--- src/lcdnw_pkg.sv ---
// Shared types, codes and constants for the character LCD nibble writer.
`default_nettype none
package lcdnw_pkg;

   typedef enum logic [1:0] {
      OP_POS_CHAR    = 2'd0,
      OP_RAW_CTRL    = 2'd1,
      OP_STREAM_CHAR = 2'd2,
      OP_UNUSED      = 2'd3
   } opcode_type;

   typedef enum logic [1:0] {
      CSR_LINE_TWO_START = 2'd0,
      CSR_LINE_ONE_BASE  = 2'd1,
      CSR_LINE_TWO_BASE  = 2'd2,
      CSR_NONE           = 2'd3
   } csr_index_type;

   localparam int BYTE_W      = 8;
   localparam int NIBBLE_W    = 4;
   localparam int WAIT_W      = 6;
   localparam int PHASE_W     = 3;
   localparam int CSR_INDEX_W = 2;

   localparam int REQ_TDATA_W = 24;
   localparam int REQ_TUSER_W = 2;
   localparam int RSP_TDATA_W = 16;
   localparam int RSP_TUSER_W = 1;

   localparam int QUEUE_DEPTH_DEFAULT = 2;

   localparam logic [BYTE_W-1:0] LINE_TWO_START_RESET = 8'd8;
   localparam logic [BYTE_W-1:0] LINE_ONE_BASE_RESET  = 8'd128;
   localparam logic [BYTE_W-1:0] LINE_TWO_BASE_RESET  = 8'd192;
   localparam logic [BYTE_W-1:0] CURSOR_RESET         = 8'hFF;

   localparam logic [BYTE_W-1:0] CHAR_TAB     = 8'h09;
   localparam logic [BYTE_W-1:0] CHAR_NEWLINE = 8'h0A;

   localparam logic [WAIT_W-1:0] WAIT_NONE  = 6'd0;
   localparam logic [WAIT_W-1:0] WAIT_SHORT = 6'd1;
   localparam logic [WAIT_W-1:0] WAIT_LONG  = 6'd40 + 6'd1;

   localparam logic [PHASE_W-1:0] PHASE_ADDR_FIRST = 3'd0;
   localparam logic [PHASE_W-1:0] PHASE_MAIN_FIRST = 3'd4;
   localparam logic [PHASE_W-1:0] PHASE_LAST       = 3'd7;

   // One classified item: optional set-address byte, then the main byte.
   typedef struct packed {
      logic              has_addr;
      logic [BYTE_W-1:0] addr_byte;
      logic              is_data;
      logic [BYTE_W-1:0] main_byte;
   } cmd_type;

endpackage
`default_nettype wire

--- src/char_lcd_nibble_writer_unit.sv ---
// Top level of the character LCD nibble writer: front end, queue and phase sequencer.
//
// Each accepted item becomes pin phases for a 4-bit character LCD bus, one phase per
// response transfer: four phases for a raw control byte, a formatted-stream char or a
// positioned char that needs no set-address command, eight phases for a positioned char
// that needs a set-address command first, and none for opcode 3. The phase sequencer
// emits one phase per cycle unless the response stream stalls and is what sets the
// sustained rate; the queue in front of it (QUEUE_DEPTH commands) lets new items be
// accepted while it works. Each item is queued and then loaded before its first phase
// is registered out. Configuration is taken at once and has no read-back.
`default_nettype none
module char_lcd_nibble_writer_unit #(
   parameter int QUEUE_DEPTH = lcdnw_pkg::QUEUE_DEPTH_DEFAULT
) (
   input  wire logic                                  clock,
   input  wire logic                                  reset,
   input  wire logic                                  csr_wen,
   input  wire logic [lcdnw_pkg::CSR_INDEX_W-1:0]     csr_index,
   input  wire logic [lcdnw_pkg::BYTE_W-1:0]          csr_wdata,
   input  wire logic                                  req_tvalid,
   output logic                                       req_tready,
   // starts_string [0], position [8:1], value [16:9], zero [23:17]
   input  wire logic [lcdnw_pkg::REQ_TDATA_W-1:0]     req_tdata,
   // opcode [1:0]
   input  wire logic [lcdnw_pkg::REQ_TUSER_W-1:0]     req_tuser,
   output logic                                       rsp_tvalid,
   input  wire logic                                  rsp_tready,
   // bus_nibble [3:0], enable_level [4], wait_units [10:5], zero [15:11]
   output logic [lcdnw_pkg::RSP_TDATA_W-1:0]          rsp_tdata,
   // register_select [0]
   output logic [lcdnw_pkg::RSP_TUSER_W-1:0]          rsp_tuser,
   output logic                                       rsp_tlast
);
   import lcdnw_pkg::*;

   logic                item_fire;
   logic                cmd_push;
   cmd_type             cmd_front;
   logic                q_full, q_valid, q_pop;
   cmd_type             q_head;
   logic                out_rs, out_enable;
   logic [NIBBLE_W-1:0] out_nibble;
   logic [WAIT_W-1:0]   out_wait;

   assign req_tready = !q_full;
   assign item_fire  = req_tvalid && req_tready;

   lcdnw_front u_front (
      .clock         (clock),
      .reset         (reset),
      .csr_wen       (csr_wen),
      .csr_index     (csr_index),
      .csr_wdata     (csr_wdata),
      .item_fire     (item_fire),
      .item_opcode   (req_tuser[1:0]),
      .item_starts   (req_tdata[0]),
      .item_position (req_tdata[8:1]),
      .item_value    (req_tdata[16:9]),
      .cmd_push      (cmd_push),
      .cmd_out       (cmd_front)
   );

   lcdnw_queue #(
      .DEPTH (QUEUE_DEPTH)
   ) u_queue (
      .clock      (clock),
      .reset      (reset),
      .push       (cmd_push),
      .push_data  (cmd_front),
      .pop        (q_pop),
      .full       (q_full),
      .head_valid (q_valid),
      .head_data  (q_head)
   );

   lcdnw_back u_back (
      .clock      (clock),
      .reset      (reset),
      .head_valid (q_valid),
      .head_data  (q_head),
      .pop        (q_pop),
      .rsp_tvalid (rsp_tvalid),
      .rsp_tready (rsp_tready),
      .rsp_rs     (out_rs),
      .rsp_nibble (out_nibble),
      .rsp_enable (out_enable),
      .rsp_wait   (out_wait),
      .rsp_last   (rsp_tlast)
   );

   assign rsp_tdata = {5'd0, out_wait, out_enable, out_nibble};
   assign rsp_tuser = out_rs;

endmodule
`default_nettype wire

--- src/lcdnw_front.sv ---
// Front end: accepts items, tracks the cursor and classifies into byte commands.
`default_nettype none
module lcdnw_front (
   input  wire logic                                 clock,
   input  wire logic                                 reset,
   input  wire logic                                 csr_wen,
   input  wire logic [lcdnw_pkg::CSR_INDEX_W-1:0]    csr_index,
   input  wire logic [lcdnw_pkg::BYTE_W-1:0]         csr_wdata,
   input  wire logic                                 item_fire,
   input  wire logic [1:0]                           item_opcode,
   input  wire logic                                 item_starts,
   input  wire logic [lcdnw_pkg::BYTE_W-1:0]         item_position,
   input  wire logic [lcdnw_pkg::BYTE_W-1:0]         item_value,
   output logic                                      cmd_push,
   output lcdnw_pkg::cmd_type                        cmd_out
);
   import lcdnw_pkg::*;

   logic [BYTE_W-1:0] line_two_start_ff, line_two_start_in;
   logic [BYTE_W-1:0] line_one_base_ff, line_one_base_in;
   logic [BYTE_W-1:0] line_two_base_ff, line_two_base_in;
   logic [BYTE_W-1:0] cursor_ff, cursor_in;
   logic              cursor_known_ff, cursor_known_in;

   opcode_type        op;
   logic              need_addr;
   logic [BYTE_W-1:0] addr_byte;
   logic [BYTE_W-1:0] cursor_base;

   assign op = opcode_type'(item_opcode);

   always_comb begin
      line_two_start_in = line_two_start_ff;
      line_one_base_in  = line_one_base_ff;
      line_two_base_in  = line_two_base_ff;
      if (csr_wen) begin
         case (csr_index_type'(csr_index))
            CSR_LINE_TWO_START: line_two_start_in = csr_wdata;
            CSR_LINE_ONE_BASE:  line_one_base_in  = csr_wdata;
            CSR_LINE_TWO_BASE:  line_two_base_in  = csr_wdata;
            default: ;
         endcase
      end
   end

   always_comb begin
      need_addr = item_starts && (!cursor_known_ff || cursor_ff != item_position);
      if (item_position < line_two_start_ff) begin
         addr_byte = line_one_base_ff + item_position;
      end else begin
         addr_byte = line_two_base_ff + item_position - line_two_start_ff;
      end
   end

   always_comb begin
      cmd_out.has_addr  = 1'b0;
      cmd_out.addr_byte = addr_byte;
      cmd_out.is_data   = 1'b1;
      cmd_out.main_byte = item_value;
      cmd_push          = item_fire;
      cursor_base       = need_addr ? item_position : cursor_ff;
      cursor_in         = cursor_ff;
      cursor_known_in   = cursor_known_ff;
      case (op)
         OP_POS_CHAR: begin
            cmd_out.has_addr = need_addr;
            if (item_fire) begin
               cursor_in       = cursor_base + 8'd1;
               cursor_known_in = cursor_known_ff | need_addr;
            end
         end
         OP_RAW_CTRL: begin
            cmd_out.is_data = 1'b0;
         end
         OP_STREAM_CHAR: begin
            if (item_value == CHAR_TAB) begin
               cmd_out.is_data   = 1'b0;
               cmd_out.main_byte = line_one_base_ff;
            end else if (item_value == CHAR_NEWLINE) begin
               cmd_out.is_data   = 1'b0;
               cmd_out.main_byte = line_two_base_ff;
            end
         end
         default: begin
            cmd_push = 1'b0;
         end
      endcase
   end

   always_ff @(posedge clock) begin
      if (reset) begin
         line_two_start_ff <= LINE_TWO_START_RESET;
         line_one_base_ff  <= LINE_ONE_BASE_RESET;
         line_two_base_ff  <= LINE_TWO_BASE_RESET;
         cursor_ff         <= CURSOR_RESET;
         cursor_known_ff   <= 1'b0;
      end else begin
         line_two_start_ff <= line_two_start_in;
         line_one_base_ff  <= line_one_base_in;
         line_two_base_ff  <= line_two_base_in;
         cursor_ff         <= cursor_in;
         cursor_known_ff   <= cursor_known_in;
      end
   end

`ifndef SYNTHESIS
   // A starting positioned char always leaves the cursor known.
   assert property (@(posedge clock) disable iff (reset)
      item_fire && op == OP_POS_CHAR && item_starts |=> cursor_known_ff)
      else $error("cursor not known after a starting positioned char");
`endif

endmodule
`default_nettype wire

--- src/lcdnw_queue.sv ---
// Short command queue between the front end and the phase sequencer.
`default_nettype none
module lcdnw_queue #(
   parameter int DEPTH = lcdnw_pkg::QUEUE_DEPTH_DEFAULT
) (
   input  wire logic                clock,
   input  wire logic                reset,
   input  wire logic                push,
   input  lcdnw_pkg::cmd_type       push_data,
   input  wire logic                pop,
   output logic                     full,
   output logic                     head_valid,
   output lcdnw_pkg::cmd_type       head_data
);
   import lcdnw_pkg::*;

   localparam int PTR_W   = $clog2(DEPTH);
   localparam int COUNT_W = $clog2(DEPTH + 1);

   cmd_type            entry_ff [DEPTH];
   logic [PTR_W-1:0]   wr_ptr_ff, wr_ptr_in;
   logic [PTR_W-1:0]   rd_ptr_ff, rd_ptr_in;
   logic [COUNT_W-1:0] count_ff, count_in;
   logic               do_push, do_pop;

   assign full       = (count_ff == COUNT_W'(DEPTH));
   assign head_valid = (count_ff != '0);
   assign head_data  = entry_ff[rd_ptr_ff];
   assign do_push    = push && !full;
   assign do_pop     = pop && head_valid;

   always_comb begin
      wr_ptr_in = wr_ptr_ff;
      rd_ptr_in = rd_ptr_ff;
      count_in  = count_ff;
      if (do_push) begin
         wr_ptr_in = (wr_ptr_ff == PTR_W'(DEPTH - 1)) ? '0 : wr_ptr_ff + 1'b1;
      end
      if (do_pop) begin
         rd_ptr_in = (rd_ptr_ff == PTR_W'(DEPTH - 1)) ? '0 : rd_ptr_ff + 1'b1;
      end
      if (do_push && !do_pop) begin
         count_in = count_ff + 1'b1;
      end else if (do_pop && !do_push) begin
         count_in = count_ff - 1'b1;
      end
   end

   always_ff @(posedge clock) begin
      if (reset) begin
         wr_ptr_ff <= '0;
         rd_ptr_ff <= '0;
         count_ff  <= '0;
      end else begin
         wr_ptr_ff <= wr_ptr_in;
         rd_ptr_ff <= rd_ptr_in;
         count_ff  <= count_in;
      end
   end

   always_ff @(posedge clock) begin
      if (do_push) begin
         entry_ff[wr_ptr_ff] <= push_data;
      end
   end

`ifndef SYNTHESIS
   assert property (@(posedge clock) disable iff (reset)
      count_ff <= COUNT_W'(DEPTH))
      else $error("queue count beyond depth");
`endif

endmodule
`default_nettype wire

--- src/lcdnw_back.sv ---
// Back end: turns queued commands to bus phases, one per cycle unless stalled.
`default_nettype none
module lcdnw_back (
   input  wire logic                              clock,
   input  wire logic                              reset,
   input  wire logic                              head_valid,
   input  lcdnw_pkg::cmd_type                     head_data,
   output logic                                   pop,
   output logic                                   rsp_tvalid,
   input  wire logic                              rsp_tready,
   output logic                                   rsp_rs,
   output logic [lcdnw_pkg::NIBBLE_W-1:0]         rsp_nibble,
   output logic                                   rsp_enable,
   output logic [lcdnw_pkg::WAIT_W-1:0]           rsp_wait,
   output logic                                   rsp_last
);
   import lcdnw_pkg::*;

   cmd_type            cur_ff, cur_in;
   logic               active_ff, active_in;
   logic [PHASE_W-1:0] phase_ff, phase_in;
   logic               valid_ff, valid_in;
   logic               rs_ff;
   logic [NIBBLE_W-1:0] nibble_ff;
   logic               enable_ff;
   logic [WAIT_W-1:0]  wait_ff;
   logic               last_ff;

   logic               out_free, emit, finish, load;
   logic [BYTE_W-1:0]  phase_byte;
   logic               phase_rs;
   logic [NIBBLE_W-1:0] phase_nibble;
   logic               phase_enable;
   logic [WAIT_W-1:0]  phase_wait;

   assign out_free = !valid_ff || rsp_tready;
   assign emit     = active_ff && out_free;
   assign finish   = emit && phase_ff == PHASE_LAST;
   // next command is taken in the cycle the last phase goes out, so no bubble
   assign load     = head_valid && (!active_ff || finish);
   assign pop      = load;

   // phase bit 2: address byte or main byte; bit 1: high or low nibble;
   // bit 0: EN high or EN low
   always_comb begin
      phase_byte   = phase_ff[2] ? cur_ff.main_byte : cur_ff.addr_byte;
      phase_rs     = phase_ff[2] & cur_ff.is_data;
      phase_nibble = phase_ff[1] ? phase_byte[NIBBLE_W-1:0] : phase_byte[BYTE_W-1:NIBBLE_W];
      phase_enable = !phase_ff[0];
      if (!phase_ff[0]) begin
         phase_wait = WAIT_NONE;
      end else if (phase_ff[1]) begin
         phase_wait = phase_rs ? WAIT_SHORT : WAIT_LONG;
      end else begin
         phase_wait = phase_rs ? WAIT_NONE : WAIT_SHORT;
      end
   end

   always_comb begin
      cur_in    = cur_ff;
      active_in = active_ff;
      phase_in  = phase_ff;
      if (load) begin
         cur_in    = head_data;
         active_in = 1'b1;
         phase_in  = head_data.has_addr ? PHASE_ADDR_FIRST : PHASE_MAIN_FIRST;
      end else if (finish) begin
         active_in = 1'b0;
      end else if (emit) begin
         phase_in = phase_ff + 1'b1;
      end
      if (emit) begin
         valid_in = 1'b1;
      end else if (rsp_tready) begin
         valid_in = 1'b0;
      end else begin
         valid_in = valid_ff;
      end
   end

   always_ff @(posedge clock) begin
      if (reset) begin
         active_ff <= 1'b0;
         valid_ff  <= 1'b0;
         phase_ff  <= PHASE_ADDR_FIRST;
      end else begin
         active_ff <= active_in;
         valid_ff  <= valid_in;
         phase_ff  <= phase_in;
      end
   end

   always_ff @(posedge clock) begin
      cur_ff <= cur_in;
      if (emit) begin
         rs_ff     <= phase_rs;
         nibble_ff <= phase_nibble;
         enable_ff <= phase_enable;
         wait_ff   <= phase_wait;
         last_ff   <= (phase_ff == PHASE_LAST);
      end
   end

   assign rsp_tvalid = valid_ff;
   assign rsp_rs     = rs_ff;
   assign rsp_nibble = nibble_ff;
   assign rsp_enable = enable_ff;
   assign rsp_wait   = wait_ff;
   assign rsp_last   = last_ff;

`ifndef SYNTHESIS
   // Without an address byte the sequencer never visits the address phases.
   assert property (@(posedge clock) disable iff (reset)
      active_ff && !cur_ff.has_addr |-> phase_ff[2])
      else $error("address phase for a command without address");

   // The final phase of a command is always an EN-low phase.
   assert property (@(posedge clock) disable iff (reset)
      valid_ff && last_ff |-> !enable_ff)
      else $error("last phase with EN high");

   // A new command is never loaded while the current one has phases left.
   assert property (@(posedge clock) disable iff (reset)
      pop |-> !active_ff || phase_ff == PHASE_LAST)
      else $error("command loaded mid-sequence");
`endif

endmodule
`default_nettype wire

--- config.mk ---
export PLATFORM = sky130hd
export DESIGN_NAME = char_lcd_nibble_writer_unit
export DESIGN_NICKNAME = d
export VERILOG_FILES = /design/src/lcdnw_pkg.sv /design/src/char_lcd_nibble_writer_unit.sv /design/src/lcdnw_front.sv /design/src/lcdnw_queue.sv /design/src/lcdnw_back.sv
export SDC_FILE = /design/constraint.sdc
export NUM_CORES = 1
export LEC_CHECK = 0
export BUFFER_PORTS_ARGS = -buffer_cell sky130_fd_sc_hd__buf_2
export CORE_AREA = 5 5 110 112
export CTS_BUF_LIST = sky130_fd_sc_hd__clkbuf_4 sky130_fd_sc_hd__clkbuf_8 sky130_fd_sc_hd__clkbuf_16
export CTS_CLUSTER_DIAMETER = 120
export DETAILED_ROUTE_END_ITERATION = 7
export DIE_AREA = 0 0 115 117
export HOLD_SLACK_MARGIN = 0.12
export PLACE_DENSITY = 0.72
export SKIP_LAST_GASP = 1
export SYNTH_ARGS = -nofsm -noshare
export SYNTH_HDL_FRONTEND = slang
export SYNTH_HIERARCHICAL = 1
export SYNTH_SLANG_ARGS = --single-unit
export TNS_END_PERCENT = 50
--- constraint.sdc ---
create_clock -name clock -period 6.38 [get_ports clock]
set_input_delay 1.276 -clock clock [delete_from_list [all_inputs] [get_ports clock]]
set_output_delay 1.276 -clock clock [all_outputs]
set_load 0.02 [all_outputs]
* Yosys cells after proc, flatten, opt, wreduce, memory -nomap -nowiden
Memories as Yosys holds them, arrays and structs flattened. A register that Yosys moved wholly into a read port is not among the register bits.
Cells that the tools add are included.
** Word-level totals
- Logic and storage cells :: 103
- Memories kept :: 1
- Bits in registers :: 72
- ROM bits :: 0
- Latch bits :: 0
- Memory bits (writable) :: 36
** Memory list
- u_queue.entry_ff :: depth 2, width 18, read ports 1, clocked after memory_dff 1, write ports 1, RTL line lcdnw_queue.sv:20 : cmd_type entry_ff [DEPTH];
** Cells by class
- Bitwise logic cells :: 2
- Shift-type cells :: 0
- Add/sub/neg operators :: 9
- Equal/unequal tests :: 10
- Reductions and logical operators :: 32
- Multiplexer cells :: 29
- Multipliers :: 0
- Order comparisons :: 1
- Div/mod/pow operators :: 0
** Operators by type and width (number)
- $mux 8 :: 4
- $mux 9 :: 2
- $add 8x8->8 :: 2
- $eq 8x4->1 const B :: 2
- $mux 1 :: 13
- $mux 3 :: 4
- $mux 6 :: 2
- $reduce_and 2->1 :: 5
- $reduce_bool 2->1 :: 5
- $logic_and 1x1->1 :: 9
- $add 8x1->8 const B :: 1
- $lt 8x8->1 :: 1
- $ne 8x8->1 :: 1
- $sub 8x8->8 :: 1
- $logic_not 1->1 :: 7
- $eq 2x2->1 const B :: 3
- $eq 2x1->1 const B :: 2
- $logic_not 2->1 :: 2
- $mux 2 :: 2
- $mux 4 :: 1
- $add 3x1->3 const B :: 1
- $eq 3x3->1 const B :: 1
- $logic_or 1x1->1 :: 3
- $reduce_or 3->1 :: 1
- other kinds (7) :: 8

* Longest topological paths before layout
- Word-level depth :: 10
- Gate-level depth with buffers :: 12
- Gate-level depth less buffers :: 12

* Cells and area by module
The synthesis kept the hierarchy.
** Modules (own cells, without submodules)
- lcdnw_front :: sequential area each 660.6 um2, area an instance 2902.8 um2, instances 1, cells each 361
- lcdnw_queue :: sequential area each 1181.1 um2, area an instance 1516.5 um2, instances 1, cells each 81
- lcdnw_back :: sequential area each 880.8 um2, area an instance 1194.9 um2, instances 1, cells each 67
- char_lcd_nibble_writer_unit :: sequential area each 0.0 um2, area an instance 58.8 um2, instances 1, cells each 9

* Worst setup path before layout
Ideal clock, no wire load.
- Path type :: input -> register
- Start point :: in rsp_tready
- End point :: reg u_queue.count_ff[1]
- Cell stages on the path :: 6
- Setup slack :: 2.697 ns
- Buffers on the path :: 0
- Arrival time :: 3.613 ns
- Path through :: nor2b_4 -> o22ai_1 -> o21ai_0 -> ha_1 -> or3_1 -> a21oi_1
** On the way
- Cells in the longest elaborated chain, start to end :: 9
- Elaborated cells between the ends (all ways) :: 11
- Those cells by class :: mux: 1; reduce/logical: 10
** Ends and longest elaborated chain
- from (decl) :: RTL line char_lcd_nibble_writer_unit.sv:27 : input wire logic rsp_tready,
- $logic_or 1x1->1 (*) :: RTL line lcdnw_back.sv:36 : assign out_free = !valid_ff || rsp_tready;
- $logic_and 1x1->1 (*) :: RTL line lcdnw_back.sv:37 : assign emit = active_ff && out_free;
- $logic_and 1x1->1 (*) :: RTL line lcdnw_back.sv:38 : assign finish = emit && phase_ff == PHASE_LAST;
- $logic_or 1x1->1 (*) :: RTL line lcdnw_back.sv:40 : assign load = head_valid && (!active_ff || finish);
- $logic_and 1x1->1 (*) :: RTL line lcdnw_back.sv:40
- named net q_pop :: RTL line char_lcd_nibble_writer_unit.sv:39 : logic q_full, q_valid, q_pop;
- $logic_and 1x1->1 (*) :: RTL line lcdnw_queue.sv:30 : assign do_pop = pop && head_valid;
- $logic_not 1->1 :: RTL line lcdnw_queue.sv:42 : if (do_push && !do_pop) begin
- $logic_and 1x1->1 :: RTL line lcdnw_queue.sv:42
- $mux 2 or $reduce_bool 2->1 (tied branches)
- to (signal assigned) :: RTL line lcdnw_queue.sv:57 : count_ff <= count_in;
- to (decl) :: RTL line lcdnw_queue.sv:23 : logic [COUNT_W-1:0] count_ff, count_in;
Mark *: on every way through the listed nets, which the timed path passes. The rest lies on a longest branch.
A chain may end at the register's enable or synchronous reset.

==> impl_metrics.yaml <==
sta:
  layout_min_cycle_time_ns: 3.66
  skew_ns: 0.00907
  hold_viol_final: 0
  rsz0062_at_grt: "no"
  setup_viol: 0
  fmax_ghz: 0.273
  tightest_slew_ns: 1.02
  finalMaxSlewViolations: 0
  hold_slack_ns: 0.485
  fin_crit_sh_pct: 57.4
  slew_headroom_pct: 31.8
  tns_ns: 0
global_routing:
  grt_max_degree: 39
  antenna_found_initial: 0
  grt_pass1_wl_mm: 19.1
  grt_overflow: 0
  grtUsageTotal_pct: 18.3
  grt_pass1_vias: 3840
worst_setup_path:
  endpoint_kind: "flip-flop"
  crit_slowest_cell: "fa_1"
  critical_path.max_stage_delay_ns: 0.61
  crit_chain: "buf_2 > inv_1 > fa_1 > inv_1 > ha_1 > a21o_1 > a211oi_1 > nor2_1 > o41ai_1 > xnor2_1 > mux2i_1"
  cp.required_ns: 6.47
  cp_num_buf_inv: 3
  critical_path.max_fanout: 7
  worstPathArrival_ns: 3.75
  critPathKind: "in -> reg"
  start_kind: "primary input"
  cpMostUsedCell: "inv_1"
  path_delay_family: "adder cells"
floorplanning:
  die_y_um: 117
  dieWidth_um: 115
  core_um2: 11100
  die_area_um2: 13500
  initial_core_util_pct: 51.0
  num_rows: 39
  pin_count: 61
yosys:
  synth_top_area_share_pct: 32.8
  async_flop_share_pct: 0
  synth_cells: 518
  synth_cell_type_count: 57
  yosys_warnings: 6
  synth_edf_count: 62
  synth_top_cell_by_area: "edfxtp_1"
  synthFlopType: "edfxtp_1"
  ys_seq_area_share_pct: 48.0
  synthesis.area_um2: 5670
  synth_seq_cells: 105
  avgSynthCellArea_um2: 11.0
  synth_common_cells: "edfxtp_1, inv_1, nor2_1"
  synth.most_common_cell: "edfxtp_1"
  synthTopCellsByArea: "edfxtp_1, dfxtp_1, ha_1"
run_status:
  status: "completed"
placement:
  dpl.hpwl_mm: 8.67
  gp_congestion: 0.858
  port_buffers: 45
route:
  firstDrtPassIters: 5
  viasPerCell: 5.51
  dr_total_vias: 3865
  initialDrtViolationCount: 220
  drc_errors: 0
  finalWirelength_mm: 11.6
  wl_per_cell_um: 16.5
  detail-route-antenna-nets: 0
clock_tree:
  cts_tree: "done"
  cts_resized: 0
  cts-htree-levels: 3
  cts.path.max_buffers: 2
  hold_buffers: 0
  clock_sinks: 105
  clk_latency_ns: 0.36
  post_cts_buffers: 0
  clk_pin_slew_ns: 0.08
  cts_root_buf: "clkbuf_16"
  numCtsBuffers: 9
layout:
  drive_above_1_share_pct: 17.7
  finalNetCount: 629
  n_antenna_cell: 0
  syn_to_final_growth_pct: 10.1
power:
  leakage_nw: 2.56
  power_density_nw_per_um2: 327
  worst_ir_drop_vdd_uv: 165
run:
  maxCapViolCount: 0
worst_hold_path:
  min_path_type: "reg -> reg"
## state kept, by name, indices dropped and copies added (netlist names), named ones only
signal	count
u_back/active_ff	1
u_queue/count_ff	2
u_front/line_two_base_ff	8
u_back/rsp_wait	2
u_queue/rd_ptr_ff	1
u_front/line_one_base_ff	8
u_back/cur_ff	17
u_queue/wr_ptr_ff	1
u_back/rsp_tvalid	1
u_front/line_two_start_ff	8
u_back/rsp_enable	1
u_front/cursor_ff	8
u_queue/entry_ff	36
u_back/phase_ff	3
u_back/rsp_last	1
u_back/rsp_nibble	4
u_back/rsp_rs	1
u_front/cursor_known_ff	1
## report_power, final
part	total, mW	internal, mW	switching (mW)	leakage (nW)
logic	0.495	0.220	0.275	1.48
registers	0.968	0.897	0.0713	0.925
clock network	0.582	0.314	0.268	0.155
## worst min-delay path, cell delays in order (launching register included)
cell and delay [ns]:
dfxtp_1 0.34, a21oi_1 0.04, nor2_1 0.07
## layout by cell type (no fill, tap or decap), drive strengths merged, types with 17 or more instances in the layout
master	n
ha	26
mux2i	27
a21oi	31
dfxtp	43
inv	57
edfxtp	62
buf	46
mux2	24
o21ai	19
xor2	17
nor2	51
## layout make-up
class / instances / area, um2
Multi-Input combinational cell: 340 / 2610
Clock buffer: 9 / 225
Tap cell: 143 / 179
Clock inverter: 7 / 83.8
Inverter: 52 / 195
Sequential cell: 105 / 2720
Fill cell: 946 / 4880
Timing Repair Buffer: 46 / 233
## layer usage
metal  vias up  track usage (%)  routed length, um
met3        15             3.86                592
met2       118             31.1               5710
met4         0             7.36                268
met5         -                0                  0
met1      1850             22.9               5030
li1       1882                -                  -
## through the flow
step	util (%)	instance area, um2	power (mW)	instances	setup slack [ns]
finish	56.2	6250	2.04	702	2.72
global route	56.2	6250	2.16	702	2.46
CTS	56.2	6250	2.06	702	2.71
detailed placement	53.4	5940	1.48	686	2.33
global placement	53.4	5940	1.45	686	2.35
floorplan	-	5700	1.36	524	2.70
## final timing paths
path                                  end  slack (ns)                    start  cells past startpoint
setup / recovery  u_queue/entry_ff[1][16]        2.72             req_tdata[2]                     11
hold / removal    u_front/cursor_known_ff        0.49  u_front/cursor_known_ff                      2
setup reg to reg      u_queue/count_ff[1]        3.19       u_back/phase_ff[1]                      8
hold reg to reg   u_front/cursor_known_ff        0.49  u_front/cursor_known_ff                      2
## logic make-up (layout without fill, tap and decap cells)
logic type	Yosys count	count (layout)	share of synthesized area (%)
DFF	105	105	48.0
other	2	8	0.132
muxes	55	55	11.2
xor gates and xnor gates	25	25	3.86
adders and majority gates	34	34	8.56
AOI/OAI and AO/OA	91	91	10.5
and+or+nand+nor	127	127	11.3
buffers and inverters	79	114	6.51
(Power assumes the default switching activity.)
